--- config.mk ---
export PLATFORM = sky130hd
export DESIGN_NAME = button_click_and_hold_detector_core
export DESIGN_NICKNAME = d
export VERILOG_FILES = /design/src/rtl/bchd_pkg.sv /design/src/rtl/bchd_cfg.sv /design/src/rtl/bchd_step.sv /design/src/rtl/button_click_and_hold_detector_core.sv
export SDC_FILE = /design/constraint.sdc
export NUM_CORES = 1
export LEC_CHECK = 0
export ABC_AREA = 1
export CAP_MARGIN = 10
export CORE_UTILIZATION = 55
export DETAILED_ROUTE_END_ITERATION = 10
export DONT_BUFFER_PORTS = 1
export PLACE_DENSITY = 0.8
export SYNTH_ARGS = -nofsm -noshare
export SYNTH_HDL_FRONTEND = slang
export SYNTH_SLANG_ARGS = --single-unit
export TNS_END_PERCENT = 1
--- constraint.sdc ---
create_clock -name clk_i -period 4 [get_ports clk_i]
set_input_delay 0.6 -clock clk_i [delete_from_list [all_inputs] [get_ports clk_i]]
set_output_delay 0.6 -clock clk_i [all_outputs]
set_load 0.02 [all_outputs]
--- src/rtl/bchd_pkg.sv ---
// Package for the button click and hold detector: types and constants.
`timescale 1ns / 1ps

package bchd_pkg;

  localparam int unsigned MaxClicks = 10;
  localparam logic [7:0] TickCap  = 8'hFE;
  localparam logic [7:0] HoldDone = 8'hFF;

  localparam int unsigned AddrWidth = 5;
  localparam int unsigned DataWidth = 32;

  typedef enum logic [2:0] {
    RegShortPressLimit = 3'd0,
    RegClickTimeout    = 3'd1,
    RegClickTarget     = 3'd2,
    RegHoldOnce        = 3'd3,
    RegRepeatMax       = 3'd4,
    RegRepeatMin       = 3'd5,
    RegRepeatStep      = 3'd6,
    RegUnused          = 3'd7
  } reg_idx_e;

  localparam logic [7:0] ShortPressLimitRst = 8'd20;
  localparam logic [7:0] ClickTimeoutRst    = 8'd30;
  localparam logic [3:0] ClickTargetRst     = 4'd15;
  localparam logic       HoldOnceRst        = 1'b0;
  localparam logic [7:0] RepeatMaxRst       = 8'd100;
  localparam logic [7:0] RepeatMinRst       = 8'd10;
  localparam logic [7:0] RepeatStepRst      = 8'd10;

  typedef struct packed {
    logic [7:0] short_press_limit;
    logic [7:0] click_timeout;
    logic [3:0] click_target;
    logic       hold_once;
    logic [7:0] repeat_max;
    logic [7:0] repeat_min;
    logic [7:0] repeat_step;
  } cfg_t;

  typedef struct packed {
    logic level;
    logic changed;
  } in_item_t;

  typedef struct packed {
    logic       click_event;
    logic [3:0] click_count;
    logic       hold_event;
  } out_item_t;

endpackage

--- src/rtl/bchd_cfg.sv ---
// Configuration register file with APB-style access.
`timescale 1ns / 1ps

module bchd_cfg
  import bchd_pkg::*;
(
  input  logic                 clk_i,
  input  logic                 rst_ni,
  input  logic                 psel,
  input  logic                 penable,
  input  logic                 pwrite,
  input  logic [AddrWidth-1:0] paddr,
  input  logic [DataWidth-1:0] pwdata,
  output logic [DataWidth-1:0] prdata,
  output logic                 pready,
  output cfg_t                 cfg_o
);

  cfg_t     cfg_q;
  logic     wr_en;
  reg_idx_e idx;

  assign pready = 1'b1;
  assign wr_en  = psel && penable && pwrite;
  assign idx    = reg_idx_e'(paddr[AddrWidth-1:2]);
  assign cfg_o  = cfg_q;

  always_ff @(posedge clk_i or negedge rst_ni) begin
    if (!rst_ni) begin
      cfg_q.short_press_limit <= ShortPressLimitRst;
      cfg_q.click_timeout     <= ClickTimeoutRst;
      cfg_q.click_target      <= ClickTargetRst;
      cfg_q.hold_once         <= HoldOnceRst;
      cfg_q.repeat_max        <= RepeatMaxRst;
      cfg_q.repeat_min        <= RepeatMinRst;
      cfg_q.repeat_step       <= RepeatStepRst;
    end else if (wr_en) begin
      unique case (idx)
        RegShortPressLimit: cfg_q.short_press_limit <= pwdata[7:0];
        RegClickTimeout:    cfg_q.click_timeout     <= pwdata[7:0];
        RegClickTarget:     cfg_q.click_target      <= pwdata[3:0];
        RegHoldOnce:        cfg_q.hold_once         <= pwdata[0];
        RegRepeatMax:       cfg_q.repeat_max        <= pwdata[7:0];
        RegRepeatMin:       cfg_q.repeat_min        <= pwdata[7:0];
        RegRepeatStep:      cfg_q.repeat_step       <= pwdata[7:0];
        default: ;
      endcase
    end
  end

  always_comb begin
    prdata = '0;
    unique case (idx)
      RegShortPressLimit: prdata[7:0] = cfg_q.short_press_limit;
      RegClickTimeout:    prdata[7:0] = cfg_q.click_timeout;
      RegClickTarget:     prdata[3:0] = cfg_q.click_target;
      RegHoldOnce:        prdata[0]   = cfg_q.hold_once;
      RegRepeatMax:       prdata[7:0] = cfg_q.repeat_max;
      RegRepeatMin:       prdata[7:0] = cfg_q.repeat_min;
      RegRepeatStep:      prdata[7:0] = cfg_q.repeat_step;
      default:            prdata      = '0;
    endcase
  end

endmodule

--- src/rtl/bchd_step.sv ---
// Per-tick state update: press/release timers, click tally and hold events.
`timescale 1ns / 1ps

module bchd_step
  import bchd_pkg::*;
(
  input  logic      clk_i,
  input  logic      rst_ni,
  input  logic      en_i,
  input  in_item_t  item_i,
  input  cfg_t      cfg_i,
  output out_item_t res_o
);

  logic [7:0] pressed_q, pressed_d;
  logic [7:0] released_q, released_d;
  logic [3:0] tally_q, tally_d;
  logic [7:0] period_q, period_d;

  logic [8:0] thr_sum;
  logic [7:0] thr;
  logic [8:0] floor_sum;
  logic       target_any;

  assign thr_sum    = {1'b0, cfg_i.short_press_limit} + {1'b0, cfg_i.click_timeout};
  assign thr        = (thr_sum > {1'b0, TickCap}) ? TickCap : thr_sum[7:0];
  assign floor_sum  = {1'b0, cfg_i.repeat_min} + {1'b0, cfg_i.repeat_step};
  assign target_any = cfg_i.click_target > 4'(MaxClicks);

  always_comb begin
    pressed_d  = pressed_q;
    released_d = released_q;
    tally_d    = tally_q;
    period_d   = period_q;
    res_o      = '0;

    // edges and timers
    if (item_i.changed) begin
      if (item_i.level) begin
        if (pressed_q < cfg_i.short_press_limit && tally_q < 4'(MaxClicks)) begin
          tally_d = tally_q + 4'd1;
        end
        released_d = '0;
      end else begin
        if (released_q >= thr) begin
          tally_d = '0;
        end
        pressed_d = '0;
      end
    end else if (item_i.level) begin
      if (released_q < TickCap) released_d = released_q + 8'd1;
    end else if (pressed_q < TickCap) begin
      pressed_d = pressed_q + 8'd1;
    end

    // click report
    if (released_d >= thr && tally_d != '0 &&
        (target_any || tally_d == cfg_i.click_target)) begin
      res_o.click_event = 1'b1;
      res_o.click_count = tally_d;
      tally_d           = '0;
    end

    // hold events
    if (item_i.level) begin
      period_d = cfg_i.repeat_max;
    end else if (cfg_i.hold_once) begin
      if (pressed_d != HoldDone && pressed_d >= cfg_i.repeat_max) begin
        pressed_d        = HoldDone;
        res_o.hold_event = 1'b1;
      end
    end else if (pressed_d >= period_q) begin
      pressed_d = cfg_i.short_press_limit;
      if ({1'b0, period_q} >= floor_sum) period_d = period_q - cfg_i.repeat_step;
      res_o.hold_event = 1'b1;
    end
  end

  always_ff @(posedge clk_i or negedge rst_ni) begin
    if (!rst_ni) begin
      pressed_q  <= '0;
      released_q <= '0;
      tally_q    <= '0;
      period_q   <= RepeatMaxRst;
    end else if (en_i) begin
      pressed_q  <= pressed_d;
      released_q <= released_d;
      tally_q    <= tally_d;
      period_q   <= period_d;
    end
  end

endmodule

--- src/rtl/button_click_and_hold_detector_core.sv ---
// Top level of the button click and hold detector.
//
//   channel | direction | handshake                   | payload
//   --------+-----------+-----------------------------+------------------------------
//   in      | input     | in_valid_i / in_stall_o     | in_item_i  (level, changed)
//   out     | output    | out_valid_o / out_stall_i   | out_item_o (click_event,
//           |           |                             |   click_count, hold_event)
//   cfg     | input     | psel/penable/pwrite/pready  | paddr, pwdata, prdata
//
// One item per cycle while in_stall_o is low; the result is registered and appears in the cycle after acceptance.
// The state update and result are a single pass of logic into the output register.
// Reset loads the register defaults and clears the timers and tally.
// in_stall_o follows out_stall_i only while a result is held in the output register.
`timescale 1ns / 1ps

module button_click_and_hold_detector_core
  import bchd_pkg::*;
(
  input  logic                 clk_i,
  input  logic                 rst_ni,
  input  logic                 in_valid_i,
  output logic                 in_stall_o,
  input  in_item_t             in_item_i,
  output logic                 out_valid_o,
  input  logic                 out_stall_i,
  output out_item_t            out_item_o,
  input  logic                 psel,
  input  logic                 penable,
  input  logic                 pwrite,
  input  logic [AddrWidth-1:0] paddr,
  input  logic [DataWidth-1:0] pwdata,
  output logic [DataWidth-1:0] prdata,
  output logic                 pready
);

  cfg_t      cfg;
  out_item_t res;
  out_item_t res_q;
  logic      valid_q;
  logic      accept;

  assign in_stall_o  = valid_q && out_stall_i;
  assign accept      = in_valid_i && !in_stall_o;
  assign out_valid_o = valid_q;
  assign out_item_o  = res_q;

  bchd_cfg u_cfg (
    .clk_i   (clk_i),
    .rst_ni  (rst_ni),
    .psel    (psel),
    .penable (penable),
    .pwrite  (pwrite),
    .paddr   (paddr),
    .pwdata  (pwdata),
    .prdata  (prdata),
    .pready  (pready),
    .cfg_o   (cfg)
  );

  bchd_step u_step (
    .clk_i  (clk_i),
    .rst_ni (rst_ni),
    .en_i   (accept),
    .item_i (in_item_i),
    .cfg_i  (cfg),
    .res_o  (res)
  );

  always_ff @(posedge clk_i or negedge rst_ni) begin
    if (!rst_ni) begin
      valid_q <= 1'b0;
    end else if (!in_stall_o) begin
      valid_q <= in_valid_i;
    end
  end

  always_ff @(posedge clk_i) begin
    if (accept) begin
      res_q <= res;
    end
  end

endmodule

After elaboration in Yosys (flattened, before gate mapping)
Cells that the tools add are included.

Add/subtract/negate cells: 6. Reductions and logical operators: 22. Equality and inequality tests: 9. Multiplexer cells: 29. $lt $le $gt $ge: 11.

Operator list (number): two-way mux 8 bit (17); >= comparator 8 bit (4); two-way mux 4 bit (5); case mux 4 bit (5 select lines) (1); adder 8 x 8 -> 9 bit (2); case mux 3 bit (6 select lines) (1); adder 8 x 1 -> 8 bit, second input constant (2); < comparator 8 bit, second input constant (2); AND reduction 2 bit (7); == test 3 bit, second input constant (3); >= comparator 8 x 9 -> 1 bit (1); greater-than comparator 9 x 8 -> 1 bit, second input constant (1); logical AND 1 bit (8); < comparator 8 bit (1); inequality test 8 bit, second input constant (1); subtractor 8 bit (1); case mux 1 bit (7 select lines) (1); == test 3 x 2 -> 1 bit, second input constant (2); two-way mux 5 bit (1); adder 4 x 1 -> 4 bit, second input constant (1); == test 4 bit (1); greater-than comparator 4 bit, second input constant (1); < comparator 4 bit, second input constant (1); AND reduction 4 bit (1); 8 further kinds (11).

Logic and storage cells: 92. Register bits after elaboration: 80. Output and inout bits: 41. Bits of input ports: 46.

Longest topological paths before layout
Gate-level depths: netlist of the first run.

Word-level depth: 11. Gate-level depth with buffers: 31.

By module
Synthesis of the first run repeated with hierarchy kept, for this count alone.

Cell total of the unflattened synthesis: 980. Area, all modules: 6927.9 um2.

Modules (own cells, without submodules): bchd_step (times used 1, cells each 647, area each 4215.3 um2); bchd_cfg (times used 1, cells each 321, area each 2487.4 um2); button_click_and_hold_detector_core (times used 1, cells each 12, area each 225.2 um2).

Worst setup path after synthesis of the first run
No wires, ideal clock.

Kind: register to register. From: reg u_cfg.cfg_q, in the netlist u_cfg.cfg_o[29]. To: reg res_q, in the netlist out_item_o[1], data pin. Data arrival time: 3.223 ns. Setup slack: 0.523 ns. Buffers on the path: 0. Clock period less this slack: 3.477 ns. Stages on the path, launching flop included: 26. Data required time: 3.746 ns. Setup time: 0.254 ns. Path through: dfrtp_1 > ha_1 > fa_1 > nand2_1 > nand2_1 > nand3_2 > nand2_1 > nand2_1 > nand2_1 > nor2_1 > nand2_1 > nand2_1 > a21oi_1 > ha_1 > a21oi_1 > nor3_1 > a211oi_1 > nand3_1 > nand2_2 > nand2_2 > nand2_1 > nand2_1 > nand2_1 > o21bai_4 > nand2_4 > nor2_1.

Cells in the longest elaborated chain, start to end: 10. Elaborated cells on any way between the ends: 13.

RTL lines: from (decl) (RTL line bchd_cfg.sv:19) `cfg_t cfg_q;`; adder 8 x 8 -> 9 bit * (RTL line bchd_step.sv:25) `assign thr_sum = {1'b0, cfg_i.short_press_limit} + {1'b0, cfg_i.click_timeout};`; greater-than comparator 9 x 8 -> 1 bit (RTL line bchd_step.sv:26) `assign thr = (thr_sum > {1'b0, TickCap}) ? TickCap : thr_sum[7:0];`; two-way mux 8 bit * (RTL line bchd_step.sv:26); >= comparator 8 bit (RTL line bchd_step.sv:45) `if (released_q >= thr) begin`; two-way mux 4 bit (RTL line bchd_step.sv:45); two-way mux 4 bit (RTL line bchd_step.sv:39) `if (item_i.level) begin`; two-way mux 4 bit (RTL line bchd_step.sv:38) `if (item_i.changed) begin`; == test 4 bit or nonzero test 4 bit (tied branches) (RTL line bchd_step.sv:58, bchd_step.sv:57); logical OR 1 bit or logical AND 1 bit (tied branches) (RTL line bchd_step.sv:58, bchd_step.sv:57); logical AND 1 bit (RTL line bchd_step.sv:57) `if (released_d >= thr && tally_d != '0 &&`; to (signal assigned) (RTL line button_click_and_hold_detector_core.sv:79) `res_q <= res;`; to (decl) (RTL line button_click_and_hold_detector_core.sv:38) `out_item_t res_q;`.

Every way passes the cells marked *; elsewhere a longest branch is shown, timed or not. A chain may end at the register's enable or synchronous reset.

Worst setup path in the final report of the first run
From: reg u_cfg.cfg_q, in the netlist u_cfg.cfg_o[29]. To: reg res_q, in the netlist out_item_o[3], data pin.

The elaborated chain is that of the path after synthesis.

==> impl_metrics.tcl, run 1 <==
set metrics [dict create \
    cts_buffers 9 \
    ff2ff_path_depth 23 \
    antenna_found_initial 0 \
    cts_root_buf "clkbuf_16" \
    power_mw 4.697 \
    synth_common_cells "178 x nand2_1, 130 x inv_1, 84 x o21ai_0" \
    gp_congestion 0.8996 \
    cp_max_fo 6 \
    track_usage_pct 29.25 \
    die_y_um 110.9 \
    final_nets 1003 \
    vdd_drop_max_mv 0.3850 \
    max_freq_mhz 258.5 \
    grt_overflow_total 0 \
    grt_max_degree 55 \
    yosysMostFrequentCell "nand2_1" \
    drt_iter0_markers 653 \
    regToRegEndpoint "out_item_o[3]" \
    cp-endpoint "out_item_o[3]" \
    synthArstFlopShare_pct 92.50 \
    seq_area_frac_synth_pct 31.54 \
    synth_cell_types 51 \
    synth_area_per_cell_um2 7.479 \
    wire_per_inst_um 16.92 \
    clk_pin_slew_ns 0.07 \
    clock_sinks 80 \
    worst_pin_slew_ns 1.060 \
    critPathLaunchType "flop" \
    dr_total_vias 6003 \
    critPathSlowestCell "fa_2" \
    htreeDepth 3 \
    p_per_area_mw_per_mm2 658.3 \
    grt_pass1_vias 5632 \
    grt_first_pass_wirelength_um 28500 \
    maxCapViolations 0 \
    fin_ws_ns 0.1309 \
    maxSlewViolCount 0 \
    die_area_mm2 0.01230 \
    final_cells 1031 \
    outcome "complete, no violations" \
    antenna_cells 0 \
    drc 0 \
    clockBufferDepth 2 \
    first_pass_iters 6 \
    ff2ff_setup_slack_ns 0.13 \
    routed_via_density 5.823 \
    yosysTopAreaCellShare_pct 20.72 \
    worstHoldPathType "in -> async" \
    timing.rr.start "u_cfg.cfg_o[29]" \
    synth_edf_count 6 \
    p_leak_nw 3.518 \
    period_share_pct 96.73 \
    crit_path_end_kind "flop" \
    syn_inst 872 \
    setup_violations 0 \
    wl_um 17440 \
    worstPathCellList "ha_4 -> fa_2 -> nand2_1 -> nor2_1 -> nand3_1 -> nor2_2 -> nand2_2 -> nand2_4 -> buf_4 -> a21oi_2 -> ha_1 -> a21oi_2 -> nor3_1 -> a211oi_2 -> buf_4 -> nand3_2 -> nand3_4 -> buf_4 -> nand3_1 -> nand3_2 -> o21bai_4 -> nand2_2 -> nor2_1" \
    path_class "reg -> reg" \
    synth_area_leader_cell "dfrtp_1" \
    start_util_pct 56.87 \
    hpwl_um 12880 \
    io_pins 87 \
    post-place-ws_ns 0.04382 \
    yosys_most_used_dff "dfrtp_1" \
    multiInputGateArea_mm2 0.003959 \
    rows 39 \
    place_inst 1007 \
    skew_ns 0.009103 \
    ys_top_cells_by_area "dfrtp_1 21%, ha_1 14%, nand2_1 10%" \
    core_mm2 0.01147 \
    period_needed_ns 3.869 \
    clock_latency_ns 0.35 \
    startpoint "u_cfg.cfg_o[29]" \
    port_buffers 0 \
    drive_above_1_share_pct 11.94 \
    syn2layout_area_growth_pct 9.421 \
    cp.required_ns 4.11 \
    ys_ff_latch 80 \
    die_width_um 110.9 \
    cts_tree "built" \
    ff_latch_area_mm2 0.002059 \
    fillCellCount 968 \
    slowest_delay_ns 0.58 \
    max-slew-margin-rel_pct 28.78 \
    final-hold-violation-count 0 \
    postRouteAntennaNets 0 \
    netlist_area_mm2 0.006521 \
    cpMostUsedCell "buf_4" \
    crit_arrival_ns 3.97 \
    yosys_warnings 0 \
]
## critical path: cells and delay by family, from the launching register on
kind,cells,cell delay [ns]
buffers and inverters,3,0.41
flip-flops,1,0.46
adder cells (fa/ha/maj),3,1.06
AND/OR/NAND/NOR,13,1.23
AO/OA/AOI/OAI,4,0.44
## what timing repair did
action | 4_1_cts | 5_1_grt
gates resized for setup | 1 | 36
endpoints found under the hold margin | 54 | 0
hold buffers | 1 | 0
pin swaps | 0 | 16
setup buffers | 0 | 6
cloned | 0 | 1
setup endpoints to repair | 1 | 9
## placed cells by master (no fill, tap or decap), types with 3 or more instances in the layout
master / count
a21oi_1: 58
a21oi_2: 3
a221oi_1: 7
a22oi_1: 5
a31oi_1: 4
buf_4: 16
clkbuf_16: 10
conb_1: 25
dfrtp_1: 52
dfstp_2: 20
edfxtp_1: 6
ha_1: 64
ha_4: 6
inv_1: 130
inv_2: 3
nand2_1: 171
nand2_2: 13
nand2_4: 3
nand3_1: 39
nand3_2: 5
nand4_1: 8
nor2_1: 51
nor2_2: 7
nor3_1: 11
o2111ai_1: 7
o211ai_1: 10
o21ai_0: 82
o221ai_1: 3
o22ai_1: 9
xnor2_1: 5
xor2_1: 12
## routing by layer
layer	vias to the layer above	part of all wire, %	track usage [%]	wire length, um
met2	262	47	47.00	8149
met4	0	2.8	10.76	497
met5	-	0	0	0
met3	44	7.4	4.046	1292
li1	2911	-	-	-
met1	2786	43	40.18	7500
## worst min-delay path by stage
stage	start	endpoint	slack (ns)	depth (start not counted)
4_1_cts	rst_ni	u_cfg.cfg_o[22]	0.09	0
5_1_grt	rst_ni	u_cfg.cfg_o[22]	0.1	0
6_report	rst_ni	u_cfg.cfg_o[22]	0.10	0
3_3_place_gp	rst_ni	u_step.released_q[4]	0.31	0
2_1_floorplan	rst_ni	out_valid_o	0.30	0
3_5_place_dp	rst_ni	u_step.released_q[4]	0.31	0
## through the flow
step / utilization, % / TNS [ns] / hold WS (ns) / area [um2]
3_5_place_dp: 57.60 / 0 / 0.3063 / 6605
3_3_place_gp: 57.60 / 0 / 0.3063 / 6605
5_1_grt: 62.23 / -0.2601 / 0.09679 / 7136
6_report: 62.23 / 0 / 0.1006 / 7136
2_1_floorplan: - / 0 / 0.3044 / 6608
4_1_cts: 60.41 / 0 / 0.09448 / 6928
## layout make-up
type,count,share of cell area [%]
inverter,133,6.996
sequential,80,28.86
timing repair buffer,17,2.069
clock inverter,5,0.5260
multi-input combinational,642,55.48
tap,143,2.507
clock buffer,11,3.560
## cell families (layout without fill, tap and decap cells)
family | count (synthesis) | after routing | share of synthesized area (%)
and+or+nand+nor | 317 | 318 | 21.01
adders and majority gates | 74 | 74 | 14.54
AOI/OAI and AO/OA | 204 | 204 | 18.23
muxes | 4 | 4 | 0.6523
buffers and inverters | 174 | 166 | 11.63
DFF | 80 | 80 | 31.54
xor gates and xnor gates | 17 | 17 | 2.283
other | 2 | 25 | 0.1152
## sequential cells by signal, summed over array words and instances (netlist names)
name,count
u_cfg.cfg_o,45
u_step.period_q,8
u_step.pressed_q,8
u_step.released_q,8
out_item_o,6
u_step.tally_q,4
out_valid_o,1
## report_power, final
part / total (mW) / switching (mW) / internal (mW) / leakage (nW)
Combinational: 2.51 / 1.51 / 1.00 / 2.47
Sequential: 1.36 / 0.285 / 1.08 / 0.912
Clock: 0.826 / 0.364 / 0.462 / 0.138
Total: 4.70 / 2.16 / 2.54 / 3.52
Note: power is estimated with default switching activity, not from simulation.
==> run 2: changes to the inputs <==
--- a/config.mk
+++ b/config.mk
@@ -11,6 +11,8 @@
 export DETAILED_ROUTE_END_ITERATION = 10
 export DONT_BUFFER_PORTS = 1
 export PLACE_DENSITY = 0.8
+export REMOVE_ABC_BUFFERS = 1
+export SETUP_SLACK_MARGIN = 0.1
 export SYNTH_ARGS = -nofsm -noshare
 export SYNTH_HDL_FRONTEND = slang
 export SYNTH_SLANG_ARGS = --single-unit
==> impl_metrics.tcl, run 2 (synthesized netlist as in run 1, its figures left out) <==
set metrics [dict create \
    outcome "complete, no violations" \
    regToRegEndpoint "out_item_o[3]" \
    hpwl_um 12450 \
    grt_overflow_total 0 \
    drt_iter0_markers 462 \
    grt_first_pass_wirelength_um 27970 \
    maxSlewViolCount 0 \
    power_mw 4.644 \
    clockBufferDepth 2 \
    cts_buffers 9 \
    drive_above_1_share_pct 10.85 \
    grt_pass1_vias 5697 \
    cts_tree "built" \
    critPathSlowestCell "dfrtp_1" \
    fillCellCount 979 \
    drc 0 \
    dr_total_vias 5971 \
    placed_cell_area_mm2 0.006583 \
    period_share_pct 95.45 \
    final-hold-violation-count 0 \
    skew_ns 0.006984 \
    maxCapViolations 0 \
    syn2layout_area_growth_pct 8.519 \
    layout_commonest_cell "nand2_1" \
    htreeDepth 3 \
    p_per_area_mw_per_mm2 656.2 \
    max_freq_mhz 261.9 \
    cts_root_buf "clkbuf_16" \
    finalInstanceArea_mm2 0.007077 \
    antenna_found_initial 0 \
    worst_pin_slew_ns 1.081 \
    cp_max_fo 6 \
    period_needed_ns 3.818 \
    grt_max_degree 55 \
    max-slew-margin-rel_pct 27.70 \
    first_pass_iters 6 \
    die_width_um 110.9 \
    crit_path_end_kind "flop" \
    die_y_um 110.9 \
    antenna_cells 0 \
    timing.rr.start "u_cfg.cfg_o[29]" \
    vdd_drop_max_mv 0.3125 \
    slowest_delay_ns 0.45 \
    start_util_pct 56.87 \
    crit_arrival_ns 3.93 \
    fin_ws_ns 0.1819 \
    clock_latency_ns 0.35 \
    track_usage_pct 28.78 \
    final_core_util_pct 61.71 \
    ff2ff_setup_slack_ns 0.18 \
    cp-endpoint "out_item_o[3]" \
    layout.cells.most_common_list "170 x nand2_1, 130 x inv_1, 82 x o21ai_0" \
    rsz0062_at_grt "yes" \
    die_area_mm2 0.01230 \
    io_pins 87 \
    clock_sinks 80 \
    startpoint "u_cfg.cfg_o[29]" \
    port_buffers 0 \
    routed_via_density 5.808 \
    cp.required_ns 4.11 \
    clk_pin_slew_ns 0.06 \
    final_cells 1028 \
    wire_per_inst_um 16.50 \
    postRouteAntennaNets 0 \
    gp_congestion 0.9036 \
    setup_violations 0 \
    wl_um 16960 \
    cpMostUsedCell "nand2_1" \
    cp_num_cells 28 \
    path_class "reg -> reg" \
    ff2ff_path_depth 28 \
    multiInputGateArea_mm2 0.003905 \
    crit_buf_inv 2 \
    place_inst 1004 \
    final_nets 1000 \
    post-place-ws_ns 0.1278 \
    rows 39 \
    crit_family "simple AND/OR/NAND/NOR gates" \
    ff_latch_area_mm2 0.002057 \
    p_leak_nw 3.521 \
    critPathLaunchType "flop" \
    core_mm2 0.01147 \
    largest_register_ff_count 45 \
    worstHoldPathType "in -> async" \
]
==> run 2: cell count changes in the layout (fill, tap and decap cells not counted), sizes merged <==
cell      change
buf           -3
bufinv        +1
clkbuf        +3
clkinv        -1
clkinvlp      -1
inv           -2
==> run 2: worst min-delay path by stage <==
stage	to	slack (ns)	depth (start not counted)
finish	u_cfg.cfg_o[21]	0.09	0
global route	u_cfg.cfg_o[21]	0.08	0
CTS	u_cfg.cfg_o[21]	0.08	0
detailed placement	u_cfg.cfg_o[2]	0.31	0
global placement	u_step.period_q[1]	0.31	0
floorplan	out_valid_o	0.30	0
==> run 2: per-stage QoR <==
step                      setup TNS, ns  hold WS (ns)
final                                 0       0.08693
after global routing            -0.3876       0.07971
after CTS                             0       0.08202
after detailed placement              0        0.3061
after global placement                0        0.3058
after floorplan                       0        0.3044
==> run 2: metal layers <==
| layer | GRT usage, % | routed length (um) | part of all wire (%) | up-vias |
|---|---|---|---|---|
| met2 | 45.05 | 7485 | 44 | 265 |
| li1 | - | - | - | 2900 |
| met1 | 38.45 | 7489 | 44 | 2775 |
| met5 | 0 | 0 | 0 | - |
| met3 | 6.998 | 1577 | 9.3 | 31 |
| met4 | 11.11 | 404 | 2.4 | 0 |
==> run 2: what timing repair did <==
item / in CTS / in global routing
hold buffers: 1 / 0
endpoints found under the hold margin: 54 / 0
setup endpoints to repair: 9 / 11
pin swaps: 0 / 18
gates resized for setup: 1 / 27
cloned: 0 / 1
buffers inserted: 0 / 6
==> run 2: area by class of cell <==
class | instances | share of cell area, %
Sequential cell | 80 | 29.07
Clock inverter | 2 | 0.5304
Multi-Input combinational cell | 642 | 55.18
Tap cell | 143 | 2.528
Timing Repair Buffer | 14 | 1.768
Inverter | 133 | 7.054
Clock buffer | 14 | 3.872
==> run 2: report_power, final <==
part | switching, mW | total (mW) | internal [mW]
sequential | 0.243 | 1.32 | 1.08
combinational | 1.50 | 2.46 | 0.957
clock | 0.334 | 0.869 | 0.535
==> run 3: changes to the inputs <==
--- a/config.mk
+++ b/config.mk
@@ -7,10 +7,10 @@
 export LEC_CHECK = 0
 export ABC_AREA = 1
 export CAP_MARGIN = 10
-export CORE_UTILIZATION = 55
+export CORE_UTILIZATION = 45
 export DETAILED_ROUTE_END_ITERATION = 10
 export DONT_BUFFER_PORTS = 1
-export PLACE_DENSITY = 0.8
+export PLACE_DENSITY = 0.7
 export REMOVE_ABC_BUFFERS = 1
 export SETUP_SLACK_MARGIN = 0.1
 export SYNTH_ARGS = -nofsm -noshare
==> constraint.sdc (replaced) <==
create_clock -name clk_i -period 4 [get_ports clk_i]
set_input_delay 0.2 -clock clk_i [delete_from_list [all_inputs] [get_ports clk_i]]
set_output_delay 0.2 -clock clk_i [all_outputs]
set_load 0.02 [all_outputs]
==> impl_metrics.tcl, run 3 (synthesized netlist as in run 1, its figures left out) <==
set metrics [dict create \
    first_pass_iters 5 \
    cp.required_ns 4.23 \
    final_cells 1076 \
    antenna_found_initial 0 \
    htreeDepth 3 \
    maxCapViolations 0 \
    grt_pass1_vias 5365 \
    routed_via_density 5.405 \
    startpoint "u_cfg.cfg_o[29]" \
    maxSlewViolCount 0 \
    place_inst 1041 \
    hp-start "in_item_i[1]" \
    layout.cells.most_common_list "173 x nand2_1, 129 x inv_1, 82 x o21ai_0" \
    grt_first_pass_wirelength_um 27120 \
    placed_cell_area_mm2 0.006629 \
    worst_pin_slew_ns 1.153 \
    drc 0 \
    crit_path_end_kind "flop" \
    outcome "complete, no violations" \
    ff2ff_path_depth 26 \
    layout_commonest_cell "nand2_1" \
    dr_total_vias 5816 \
    die_width_um 122.4 \
    grt_overflow_total 0 \
    fillCellCount 1405 \
    drt_iter0_markers 416 \
    worstHoldPathType "in -> reg" \
    setup_violations 0 \
    timing.rr.start "u_cfg.cfg_o[29]" \
    rsz0062_at_grt "yes" \
    regToRegEndpoint "u_step.tally_q[3]" \
    power_mw 4.602 \
    port_buffers 0 \
    hpwl_um 12700 \
    clock_sinks 80 \
    period_share_pct 92.24 \
    wire_per_inst_um 15.80 \
    cts_buffers 9 \
    postRouteAntennaNets 0 \
    core_mm2 0.01399 \
    die_y_um 122.4 \
    period_needed_ns 3.690 \
    cts_tree "built" \
    io_pins 87 \
    syn2layout_area_growth_pct 10.03 \
    gp_congestion 0.9422 \
    holdWs_ns 0.02113 \
    max-slew-margin-rel_pct 22.88 \
    drive_above_1_share_pct 9.821 \
    crit_arrival_ns 3.92 \
    largest_register_ff_count 45 \
    p_leak_nw 3.551 \
    clk_pin_slew_ns 0.06 \
    max_freq_mhz 271.0 \
    rows 43 \
    final-hold-violation-count 0 \
    start_util_pct 46.62 \
    cp_max_fo 6 \
    worstHoldEndpoint "u_step.pressed_q[4]" \
    vdd_drop_max_mv 0.2462 \
    cts_root_buf "clkbuf_16" \
    tns_ns 0 \
    p_per_area_mw_per_mm2 641.3 \
    wl_um 17000 \
    antenna_cells 0 \
    clockBufferDepth 2 \
    ff2ff_setup_slack_ns 0.31 \
    die_area_mm2 0.01498 \
    grt_max_degree 75 \
    finalInstanceArea_mm2 0.007176 \
    final_nets 1011 \
    clock_latency_ns 0.35 \
    path_class "reg -> reg" \
    hold_path_depth 2 \
    skew_ns 0.01061 \
    track_usage_pct 23.71 \
    critPathLaunchType "flop" \
]
## run 3: per-layer routing
metal,vias up,track usage [%],routed length (um)
li1,2921,-,-
met4,0,7.546,294
met2,178,35.99,7483
met3,24,4.786,1184
met1,2693,33.61,8036
met5,-,0,0
## run 3: worst max path at each step
stage                         to  slack [ns]  cells past startpoint
2_1_floorplan      out_item_o[1]        0.52                     25
6_report       u_step.tally_q[3]        0.31                     26
3_5_place_dp       out_item_o[3]        0.13                     29
5_1_grt        u_step.tally_q[3]        0.04                     29
3_3_place_gp       out_item_o[3]        0.16                     29
4_1_cts            out_item_o[3]        0.15                     27
## run 3: power breakdown
group,total [mW],switching [mW],internal (mW)
sequential,1.32,0.247,1.08
combinational,2.40,1.47,0.939
clock,0.875,0.352,0.523
## run 3: area by class of cell
type	instances	area [um2]	share of cell area [%]
multi-input cells	642	3845	53.58
flip-flops and latches	80	2059	28.70
inverters	133	503.0	7.010
clock buffers	12	257.7	3.592
repair buffers	25	235.2	3.278
well taps	180	225.2	3.139
clock inverters	4	50.05	0.6975
## run 3: critical path: stages (launching register included)
cell and delay [ns]:
dfrtp_2 0.46, ha_4 0.18, fa_2 0.42, nand2_1 0.08
nand2_1 0.07, nand3_2 0.07, nand2_1 0.05, nand2_1 0.08
nand2_1 0.07, nor2_2 0.12, nand2_2 0.08, nand2_4 0.10
a21oi_2 0.05, ha_1 0.29, a21oi_1 0.15, nor3_1 0.06
a211oi_1 0.17, buf_4 0.18, nand3_1 0.09, nand3_2 0.13
nand2_2 0.07, nand2_2 0.09, nand3_2 0.08, o21bai_4 0.19
nand2_2 0.11, nand2_1 0.08, nand2_1 0.05
## run 3: repair_timing
item | CTS | global route
hold buffers | 12 | 0
gates resized for setup | 1 | 18
setup buffers | 0 | 6
setup endpoints to repair | 1 | 15
cloned | 0 | 1
pin swaps | 0 | 7
endpoints found under the hold margin | 115 | 0
## run 3: through the flow
step	setup slack, ns	utilization, %
5_1_grt	0.04091	51.30
3_3_place_gp	0.1646	47.39
4_1_cts	0.1470	50.59
2_1_floorplan	0.5231	-
3_5_place_dp	0.1349	47.39
6_report	0.3102	51.30
